<file path="config.mk">
export PLATFORM = sky130hd
export DESIGN_NAME = utf8_to_utf16_decoder
export DESIGN_NICKNAME = d
export VERILOG_FILES = /design/src/hw/rtl/u8d_pkg.sv /design/src/hw/rtl/u8d_front.sv /design/src/hw/rtl/u8d_queue.sv /design/src/hw/rtl/u8d_back.sv /design/src/hw/rtl/utf8_to_utf16_decoder.sv
export SDC_FILE = /design/constraint.sdc
export NUM_CORES = 1
export LEC_CHECK = 0
export BUFFER_PORTS_ARGS = -buffer_cell sky130_fd_sc_hd__buf_4
export CAP_MARGIN = 10
export CORE_MARGIN = 2
export CORE_UTILIZATION = 30
export CTS_CLUSTER_DIAMETER = 150
export CTS_CLUSTER_SIZE = 8
export DETAILED_ROUTE_END_ITERATION = 8
export PLACE_DENSITY = 0.46
export SYNTH_ARGS = -nofsm -noshare
export SYNTH_HDL_FRONTEND = slang
export SYNTH_SLANG_ARGS = --single-unit
</file>
<file path="constraint.sdc">
create_clock -name clk -period 5.6 [get_ports clk]
set_clock_uncertainty 0.2 [all_clocks]
set_input_delay 0.56 -clock clk [delete_from_list [all_inputs] [get_ports clk]]
set_output_delay 0.56 -clock clk [all_outputs]
set_load 0.03 [all_outputs]
</file>
<file path="src/hw/rtl/u8d_pkg.sv">
// ----------------------------------------------------------------------------
// u8d_pkg
// Shared types and constants of the UTF-8 to UTF-16 decoder.
// ----------------------------------------------------------------------------
package u8d_pkg;

	localparam int QUEUE_DEPTH_DEF = 4;

	localparam logic [31:0] CP_MAX        = 32'h0010_ffff;
	localparam logic [31:0] BMP_MAX       = 32'h0000_ffff;
	localparam logic [31:0] SURR_LO_BOUND = 32'h0000_d800;
	localparam logic [31:0] SURR_HI_BOUND = 32'h0000_e000;
	localparam logic [20:0] SUPP_OFFSET   = 21'h01_0000;
	localparam logic [20:0] HI_SURR_BASE  = 21'h00_d800;
	localparam logic [20:0] LO_SURR_BASE  = 21'h00_dc00;
	localparam logic [7:0]  CONT_TAG_MASK = 8'hc0;
	localparam logic [7:0]  CONT_TAG      = 8'h80;

	typedef struct packed {
		logic        pair;
		logic [20:0] cp;
	} cmd_t;

endpackage

</file>
<file path="src/hw/rtl/u8d_front.sv">
// ----------------------------------------------------------------------------
// u8d_front
// Accepts bytes, keeps the code point accumulator and turns each completed
// character up to CP_MAX into a back-end command; surrogates need wide_units.
// ----------------------------------------------------------------------------
module u8d_front
	import u8d_pkg::*;
(
	input  logic       clk,
	input  logic       arst_n,
	input  logic       wide_units,
	input  logic       accept,
	input  logic [7:0] byte_req,
	input  logic [7:0] next_byte,
	output logic       push,
	output cmd_t       cmd
);

	logic [31:0] acc_q;
	logic [31:0] acc_d;
	logic        emit;
	logic        surrogate;

	always_comb begin
		case (byte_req) inside
			[8'h00:8'h7f]: acc_d = {24'b0, byte_req};
			[8'h80:8'hbf]: acc_d = {acc_q[25:0], byte_req[5:0]};
			[8'hc0:8'hdf]: acc_d = {27'b0, byte_req[4:0]};
			[8'he0:8'hef]: acc_d = {28'b0, byte_req[3:0]};
			default:       acc_d = {29'b0, byte_req[2:0]};
		endcase
	end

	assign emit      = ((next_byte & CONT_TAG_MASK) != CONT_TAG) && (acc_d <= CP_MAX);
	assign surrogate = (acc_d >= SURR_LO_BOUND) && (acc_d < SURR_HI_BOUND);

	assign cmd.pair = !wide_units && (acc_d > BMP_MAX);
	assign cmd.cp   = acc_d[20:0];
	assign push     = accept && emit && (wide_units || !surrogate);

	always_ff @(posedge clk or negedge arst_n) begin
		if (!arst_n) begin
			acc_q <= 32'b0;
		end else if (accept) begin
			acc_q <= acc_d;
		end
	end

endmodule

</file>
<file path="src/hw/rtl/u8d_queue.sv">
// ----------------------------------------------------------------------------
// u8d_queue
// Small first-word-fall-through queue of decoded commands.
// ----------------------------------------------------------------------------
module u8d_queue
	import u8d_pkg::*;
#(
	parameter int QUEUE_DEPTH = QUEUE_DEPTH_DEF
) (
	input  logic clk,
	input  logic arst_n,
	input  logic push,
	input  cmd_t push_cmd,
	input  logic pop,
	output cmd_t head_cmd,
	output logic full,
	output logic empty
);

	localparam int PTR_W = (QUEUE_DEPTH > 1) ? $clog2(QUEUE_DEPTH) : 1;
	localparam int CNT_W = $clog2(QUEUE_DEPTH + 1);

	cmd_t             mem_q [QUEUE_DEPTH];
	logic [PTR_W-1:0] wr_ptr_q;
	logic [PTR_W-1:0] rd_ptr_q;
	logic [CNT_W-1:0] count_q;
	logic             do_push;
	logic             do_pop;

	assign full     = (count_q == CNT_W'(QUEUE_DEPTH));
	assign empty    = (count_q == '0);
	assign do_push  = push && !full;
	assign do_pop   = pop && !empty;
	assign head_cmd = mem_q[rd_ptr_q];

	always_ff @(posedge clk) begin
		if (do_push) begin
			mem_q[wr_ptr_q] <= push_cmd;
		end
	end

	always_ff @(posedge clk or negedge arst_n) begin
		if (!arst_n) begin
			wr_ptr_q <= '0;
			rd_ptr_q <= '0;
			count_q  <= '0;
		end else begin
			if (do_push) begin
				wr_ptr_q <= (wr_ptr_q == PTR_W'(QUEUE_DEPTH - 1)) ? '0 : wr_ptr_q + 1'b1;
			end
			if (do_pop) begin
				rd_ptr_q <= (rd_ptr_q == PTR_W'(QUEUE_DEPTH - 1)) ? '0 : rd_ptr_q + 1'b1;
			end
			if (do_push && !do_pop) begin
				count_q <= count_q + 1'b1;
			end else if (do_pop && !do_push) begin
				count_q <= count_q - 1'b1;
			end
		end
	end

endmodule

</file>
<file path="src/hw/rtl/u8d_back.sv">
// ----------------------------------------------------------------------------
// u8d_back
// Turns queued commands into code units, splitting commands marked as a
// pair into a surrogate pair, and holds the output register.
// ----------------------------------------------------------------------------
module u8d_back
	import u8d_pkg::*;
(
	input  logic        clk,
	input  logic        arst_n,
	input  cmd_t        head_cmd,
	input  logic        empty,
	output logic        pop,
	input  logic        unit_stall,
	output logic        unit_valid,
	output logic [20:0] code_unit,
	output logic        last_unit
);

	logic        out_valid_q;
	logic [20:0] code_unit_q;
	logic        last_unit_q;
	logic        half_q;
	logic        slot_free;
	logic        load;
	logic [20:0] supp;
	logic [20:0] hi_unit;
	logic [20:0] lo_unit;

	assign slot_free = !out_valid_q || !unit_stall;
	assign load      = slot_free && !empty;
	assign pop       = load && (!head_cmd.pair || half_q);

	assign supp    = head_cmd.cp - SUPP_OFFSET;
	assign hi_unit = HI_SURR_BASE + {11'b0, supp[19:10]};
	assign lo_unit = LO_SURR_BASE + {11'b0, supp[9:0]};

	always_ff @(posedge clk or negedge arst_n) begin
		if (!arst_n) begin
			out_valid_q <= 1'b0;
			half_q      <= 1'b0;
		end else if (load) begin
			out_valid_q <= 1'b1;
			half_q      <= head_cmd.pair && !half_q;
		end else if (slot_free) begin
			out_valid_q <= 1'b0;
		end
	end

	always_ff @(posedge clk) begin
		if (load) begin
			if (!head_cmd.pair) begin
				code_unit_q <= head_cmd.cp;
				last_unit_q <= 1'b1;
			end else if (!half_q) begin
				code_unit_q <= hi_unit;
				last_unit_q <= 1'b0;
			end else begin
				code_unit_q <= lo_unit;
				last_unit_q <= 1'b1;
			end
		end
	end

	assign unit_valid = out_valid_q;
	assign code_unit  = code_unit_q;
	assign last_unit  = last_unit_q;

`ifndef SYNTHESIS
	a_half_shows_high: assert property (@(posedge clk) disable iff (!arst_n)
		half_q |-> out_valid_q && !last_unit_q)
		else $error("pending low surrogate without a high surrogate shown");

	a_high_range: assert property (@(posedge clk) disable iff (!arst_n)
		out_valid_q && !last_unit_q |-> code_unit_q[20:10] == 11'h036)
		else $error("non-final unit is not a high surrogate");

	a_low_follows: assert property (@(posedge clk) disable iff (!arst_n)
		out_valid_q && !last_unit_q && !unit_stall |=> out_valid_q && last_unit_q)
		else $error("low surrogate does not follow high surrogate");

	a_pop_on_final: assert property (@(posedge clk) disable iff (!arst_n)
		pop |=> out_valid_q && last_unit_q)
		else $error("command retired without its final unit");
`endif

endmodule

</file>
<file path="src/hw/rtl/utf8_to_utf16_decoder.sv">
// ----------------------------------------------------------------------------
// utf8_to_utf16_decoder
// Streams UTF-8 bytes with a one-byte lookahead into code points or
// UTF-16 code units.
// ----------------------------------------------------------------------------
// One byte is accepted per cycle while the command queue has room. A
// completed character passes the command queue and the output register and
// leaves as one unit or as a surrogate pair. A supplementary character
// takes four input bytes and yields at most two units, so the byte side
// keeps one byte per cycle while the output is not stalled. The queue of
// QUEUE_DEPTH commands absorbs output stalls before the byte side stalls.
// The user must write wide_units only while the block is idle; not enforced.
module utf8_to_utf16_decoder
	import u8d_pkg::*;
#(
	parameter int QUEUE_DEPTH = QUEUE_DEPTH_DEF
) (
	input  logic        clk,
	input  logic        arst_n,
	input  logic        wide_units_we,
	input  logic        wide_units_wdata,
	input  logic        byte_valid,
	output logic        byte_stall,
	input  logic [7:0]  byte_req,
	input  logic [7:0]  next_byte,
	output logic        unit_valid,
	input  logic        unit_stall,
	output logic [20:0] code_unit,
	output logic        last_unit
);

	logic wide_units_q;
	logic accept;
	logic push;
	cmd_t push_cmd;
	cmd_t head_cmd;
	logic full;
	logic empty;
	logic pop;

	always_ff @(posedge clk or negedge arst_n) begin
		if (!arst_n) begin
			wide_units_q <= 1'b0;
		end else if (wide_units_we) begin
			wide_units_q <= wide_units_wdata;
		end
	end

	assign byte_stall = full;
	assign accept     = byte_valid && !full;

	u8d_front u_front (
		.clk        (clk),
		.arst_n     (arst_n),
		.wide_units (wide_units_q),
		.accept     (accept),
		.byte_req   (byte_req),
		.next_byte  (next_byte),
		.push       (push),
		.cmd        (push_cmd)
	);

	u8d_queue #(
		.QUEUE_DEPTH (QUEUE_DEPTH)
	) u_queue (
		.clk      (clk),
		.arst_n   (arst_n),
		.push     (push),
		.push_cmd (push_cmd),
		.pop      (pop),
		.head_cmd (head_cmd),
		.full     (full),
		.empty    (empty)
	);

	u8d_back u_back (
		.clk        (clk),
		.arst_n     (arst_n),
		.head_cmd   (head_cmd),
		.empty      (empty),
		.pop        (pop),
		.unit_stall (unit_stall),
		.unit_valid (unit_valid),
		.code_unit  (code_unit),
		.last_unit  (last_unit)
	);

endmodule
</file>
==> metrics.txt, run 1 <==
slew margin rel. 34.4%; CTS sink count 146; Final Max Tran Viols 0; clk_lat worst skew 0.41 ns; total power 3.77 mW; root buffer cell clkbuf_16; Final Core Density 36.3%; Logic pwr share 31.2%; Mapped Nets 355; initial DRC count 121; Worst Path Class, Setup input pin to register; DP HPWL 6920 um; top-area cell type share of the netlist area 56.6%; die area 20600 um^2; fin crit period 3.14 ns; die width 144 um; Max clock buf depth 2; fmax 0.318 GHz; number of global-route vias before repair 2975; crit path cell chain buf_4 -> nor2b_1 -> nand2_1 -> nor3_1 -> a211oi_4 -> ha_1 -> inv_1 -> fa_1 -> mux2_2; Mapped Avg Cell Area 18.0 um^2; Initial Util 30.3%; chip height 144 um; Worst-path clk slew 0.06 ns; worst-path fanout max 12; Mapped Area 5840 um^2; Num CTS Buffers 17; routed vias 2885; Rows 51; leakage power 2.59 nW; R2R depth 8; clock network fraction of total power 27.2%; Total GRT Usage 12.1%; register area share after synthesis 72.0%; Slew @ Worst Pin 0.982 ns; Distinct cells, synth 34; GRT overflow 0; Sequential Power Share 41.7%; RSZ-0062 raised after global routing no; Synth Register Bits 146; # Post-CTS Setup Buffers 0; Net Sw Frac 30.9%; VDD IR max 0.189 mV; Crit path buffers/inverters 2; sw power 1.17 mW; I/O Pins 46; status finished, final reports clean; cell family with most CP delay simple AND/OR/NAND/NOR gates; area occupied by multi-input gates 1550 um^2; Synth Instances 325; Worst R2R Setup Slack 2.54 ns; fin nets 406; vias per cell 4.41; HP Class input pin to register; core footprint 19300 um^2; register area 4200 um^2; WL/cell 17.3 um; Setup violations, final 0; top area cells in the synthesized netlist edfxtp_1, dfrtp_1, mux4_2; initial antenna violation count 0; CP Depth 9; TritonCTS clock tree built; PwrDens 539 nW/um^2; design internal power 2.61 mW; Post-Route WL 11300 um; Crit. End Element register; post-route setup TNS 0 ns; synth warn 0; final routed DRC violation total 0; Placed Instances 621; drt pass-1 iters 4; Crit-path slowest cell nor2b_1; Tcrit/Tclk final 56.2%; CP Launch Type input pin; commonest non-fill, non-tap cell in the layout edfxtp_1; non-filler cells, final 654; fill count 1827; H-tree depth 4; largest net degree at the start of global routing 37; CP max stage delay 0.75 ns; Worst Path Required 5.70 ns; final hold violations 0; antenna fix cells 0; Yosys top cell by area edfxtp_1; Layout area overhead 19.9%; layout cells sized above 1 35.5%; Max Cap Viol 0; critical path arrival 3.24 ns; commonest non-fill, non-tap cells in the layout edfxtp_1, buf_4, dfrtp_1, mux2_2; final antenna-violating net count 0; routability cong. 0.692; # port buffers 39; number of cells on the worst hold path 3; global-route wire length before repair 17500 um; Hold WS 0.155 ns
cell type report:
cell class / count / share of cell area [%]
Tap cell: 265 / 4.74
Sequential cell: 146 / 60.0
Multi-Input combinational cell: 157 / 22.1
Clock inverter: 6 / 0.411
Clock buffer: 26 / 7.27
Inverter: 8 / 0.429
Timing Repair Buffer: 46 / 4.97
power groups by stage:
stage	clock [mW]	combinational (mW)	sequential (mW)
6_report	1.02	1.18	1.57
5_1_grt	1.10	1.29	1.60
4_1_cts	1.05	1.22	1.57
3_5_place_dp	0	1.21	1.60
3_3_place_gp	0	1.21	1.59
2_1_floorplan	0	0.670	1.74
metrics by stage:
stage | setup WS [ns] | area [um^2]
floorplan | 2.20 | 5840
global placement | 2.05 | 6450
detailed placement | 2.02 | 6450
CTS | 2.46 | 7000
global route | 2.28 | 7000
finish | 2.46 | 7000
per-layer routing:
metal | GRT usage (%) | routed length (um) | vias to the layer above | share of wire [%]
li1 | - | - | 1329 | -
met1 | 14.6 | 5060 | 1495 | 45
met2 | 20.1 | 5720 | 43 | 50
met3 | 3.00 | 275 | 18 | 2.4
met4 | 6.04 | 288 | 0 | 2.5
met5 | 0 | 0 | - | 0
synth_stat cells (all sizes together):
master and number:
mux4 22, a21boi 1, mux2i 1, inv 8, a21o 1, fa 1
nor3b 1, nor4 2, a21oi 1, nand2 22, clkbuf 8, o21ai 12
nand3 2, xor2 2, a211oi 1, o21a 2, nor3 4, mux2 32
nor2 5, nor2b 5, and2 18, edfxtp 110, nand4b 2, buf 6
or4 2, or2 4, ha 7, o31ai 1, xnor2 3, dfrtp 36
nand2b 3
final timing paths:
kind                                   start             endpoint
min in group asynchronous             arst_n  u_queue.wr_ptr_q[0]
max in group asynchronous             arst_n  u_queue.rd_ptr_q[0]
min                               unit_stall    u_back.unit_valid
min reg2reg                    u_back.half_q        u_back.half_q
max reg2reg                u_front.acc_q[13]   u_queue.count_q[1]
max                              byte_req[6]   u_queue.count_q[1]
cells by family (layout without fill, tap and decap cells):
kind of cell	Yosys count	in the layout	share of synthesized area [%]
AND/OR/NAND/NOR	70	70	6.60
AO/OA/AOI/OAI	19	19	2.34
multiplexers	55	55	15.0
XOR/XNOR	5	5	0.750
buffers and inverters	22	86	1.50
flip-flops	146	146	72.0
adder cells (fa/ha/maj)	8	8	1.84
registers in the layout, indices dropped and copies added (netlist names):
signal	cells
u_back.unit_valid	1
u_queue.mem_q	88
u_front.acc_q	26
wide_units_q	1
u_queue.rd_ptr_q	2
u_queue.count_q	3
u_back.code_unit	21
u_back.last_unit	1
u_back.half_q	1
u_queue.wr_ptr_q	2
worst reg2reg max path, cell delays in order, from the launching register on:
cell and delay [ns]:
dfrtp_1 0.40, or4_4 0.55, or4_4 0.44, o31ai_4 0.25, a211oi_4 0.15, ha_1 0.24
inv_1 0.07, fa_1 0.40, mux2_2 0.27
timing repair:
| item | 4_1_cts | 5_1_grt |
|---|---|---|
| endpoints found under the hold margin | 36 | 0 |
| hold buffers | 1 | 0 |
| gates resized for setup | 0 | 0 |
| setup endpoints to repair | 0 | 0 |
(Power assumes the default switching activity.)
==> run 2, diff against run 1 <==
- clock period: 5.6 -> 3.2 ns (I/O delays scaled with it)
==> run 2 against run 1 <==
Against the previous run:
- routed wire length increased by 2.9%
- sequential share of layout area down 0.93 points
- largest cell class unchanged
- clock power up 91%
- die area did not move
- largest power group unchanged
==> metrics.txt, run 2 (synthesized netlist as in run 1, its figures left out) <==
WHS Endpoint u_queue.mem_q[2][3] (was u_back.unit_valid); Slew @ Worst Pin 0.677 ns (was 0.982 ns); initial DRC count 178 (was 121); chip height 144 um (unchanged); leakage power 2.64 nW (was 2.59 nW); final hold violations 0 (unchanged); Final Core Density 36.9% (was 36.3%); DRT met1 WL 5540 um (was 5060 um); non-filler cells, final 661 (was 654); global-route wire length before repair 18400 um (was 17500 um); CTS sink count 146 (unchanged); vias per cell 4.37 (was 4.41); most frequent CP cell or4_4; Worst-path clk slew 0.06 ns (about the same); Crit. End Element register (unchanged); CP Launch Type register (was input pin); fmax 0.326 GHz; Total GRT Usage 12.6% (was 12.1%); max FFs per register 88 (unchanged); Layout area overhead 21.8% (was 19.9%); cell family with most CP delay simple AND/OR/NAND/NOR gates (unchanged); layout cells sized above 1 35.6% (was 35.5%); antenna fix cells 0 (unchanged); hold_sp byte_req[3] (was unit_stall); Initial Util 30.3% (unchanged); I/O Pins 46 (unchanged); slew margin rel. 54.8% (was 34.4%); final routed DRC violation total 0 (unchanged); status finished, final reports clean (unchanged); HP Class input pin to register (unchanged); Sequential Power Share 40.6% (was 41.7%); crit path cell chain or4_4 -> or4_4 -> o31ai_4 -> a211oi_4 -> ha_1 -> inv_1 -> fa_1 -> mux2_2 (was buf_4 -> nor2b_1 -> nand2_1 -> nor3_1 -> a211oi_4 -> ha_1 -> inv_1 -> fa_1 -> mux2_2); WL/cell 17.7 um (was 17.3 um); routability cong. 0.696 (was 0.692); TritonCTS clock tree built (unchanged); Rows 51 (unchanged); number of global-route vias before repair 3100 (was 2975); Logic pwr share 30.7% (was 31.2%); Num CTS Buffers 17 (unchanged); design internal power 4.70 mW (was 2.61 mW); fill count 1851 (was 1827); register area 4200 um^2 (unchanged); Top Metal Used met4 (unchanged); # port buffers 39 (unchanged); clk_lat worst skew 0.42 ns (was 0.41 ns); sw power 2.09 mW (was 1.17 mW); Setup violations, final 0 (unchanged); Crit-path slowest cell or4_4 (was nor2b_1); R2R depth 8 (unchanged); met3 WL 394 um (was 275 um); fin nets 414 (was 406); H-tree depth 4 (unchanged); CP max stage delay 0.55 ns (was 0.75 ns); GRT overflow 0 (unchanged); Max Cap Viol 0 (unchanged); Worst Path Required 3.30 ns (was 5.70 ns); RSZ-0062 raised after global routing no (unchanged); post-route setup TNS 0 ns (unchanged); core footprint 19300 um^2 (unchanged); commonest non-fill, non-tap cells in the layout edfxtp_1, buf_4, dfrtp_1, mux2_2 (unchanged); worst-path fanout max 7 (was 12); die width 144 um (unchanged); DP HPWL 7280 um (was 6920 um); root buffer cell clkbuf_16 (unchanged); initial antenna violation count 0 (unchanged); metal2 WL 5540 um (was 5720 um); Post-Route WL 11700 um (was 11300 um); drt pass-1 iters 5 (was 4); Top reg by flops u_queue.mem_q (unchanged); final antenna-violating net count 0 (unchanged); Final Max Tran Viols 0 (unchanged); fin crit period 3.07 ns; Worst R2R Setup Slack 0.13 ns (was 2.54 ns); area occupied by multi-input gates 1550 um^2 (unchanged); Max clock buf depth 2 (unchanged); critical path arrival 3.17 ns (was 3.24 ns); reg-to-reg critical path startpoint u_front.acc_q[13] (unchanged); commonest non-fill, non-tap cell in the layout edfxtp_1 (unchanged); clock network fraction of total power 28.8% (was 27.2%); VDD IR max 0.418 mV (was 0.189 mV); reg2reg end u_queue.count_q[1] (unchanged); Crit path buffers/inverters 1 (was 2); PwrDens 954 nW/um^2 (was 539 nW/um^2); die area 20600 um^2 (unchanged); Hold WS 0.114 ns (was 0.155 ns); largest net degree at the start of global routing 37 (unchanged); CP Depth 8 (was 9); # Post-CTS Setup Buffers 0 (unchanged); total power 6.78 mW (was 3.77 mW); Placed Instances 623 (was 621); routed vias 2886 (was 2885); number of cells on the worst hold path 2 (was 3); Tcrit/Tclk final 95.8%; Net Sw Frac 30.8% (was 30.9%); Worst Path Class, Setup register to register (was input pin to register)
## run 2: cell types whose count changed in the layout (fill, tap and decap cells not counted), moves of 2 or more
cell,change
dlygate4sd3_1,+6
clkbuf_8,-5
clkbuf_1,-3
bufinv_16,+3
buf_4,+2
## run 2: timing repair
action	in CTS	in global routing
gates resized for setup	0	0
hold buffers	7	0
hold endpoints to repair	53	0
## run 2: layout make-up
class                           instances  area share, %
Clock buffer                           18           6.03
Timing Repair Buffer                   54           5.95
Multi-Input combinational cell        157           21.8
Sequential cell                       146           59.1
Tap cell                              265           4.66
Inverter                                8          0.422
Clock inverter                         13           2.02
## run 2: metrics by stage
stage	cell area, um^2	worst slack, ns
after floorplan	5840	0.117
after global placement	6470	0.172
after detailed placement	6470	0.127
after CTS	7110	0.108
after global routing	7110	0.00236
final	7110	0.134
## run 2: worst max path at each step
stage | startpoint | endpoint | slack [ns]
after floorplan | u_queue.count_q[0] | u_queue.count_q[1] | 0.12
after global placement | u_front.acc_q[13] | u_queue.count_q[1] | 0.17
after detailed placement | u_front.acc_q[13] | u_queue.count_q[1] | 0.13
after CTS | u_front.acc_q[13] | u_queue.count_q[1] | 0.11
after global routing | u_front.acc_q[13] | u_queue.count_q[1] | 0.002
final | u_front.acc_q[13] | u_queue.count_q[1] | 0.13
## run 2: layer usage
metal  GRT usage, %  vias to the layer above
met5              0                        -
met3           3.00                       17
met1           17.0                     1473
met2           19.3                       53
li1               -                     1343
met4           6.04                        0
## run 2: power by group through the flow
stage               clock, mW  sequential (mW)  combinational [mW]
floorplan                   0             3.05                1.17
global placement            0             2.79                2.12
detailed placement          0             2.80                2.13
CTS                      1.99             2.76                2.15
global route             2.06             2.80                2.28
finish                   1.95             2.75                2.08
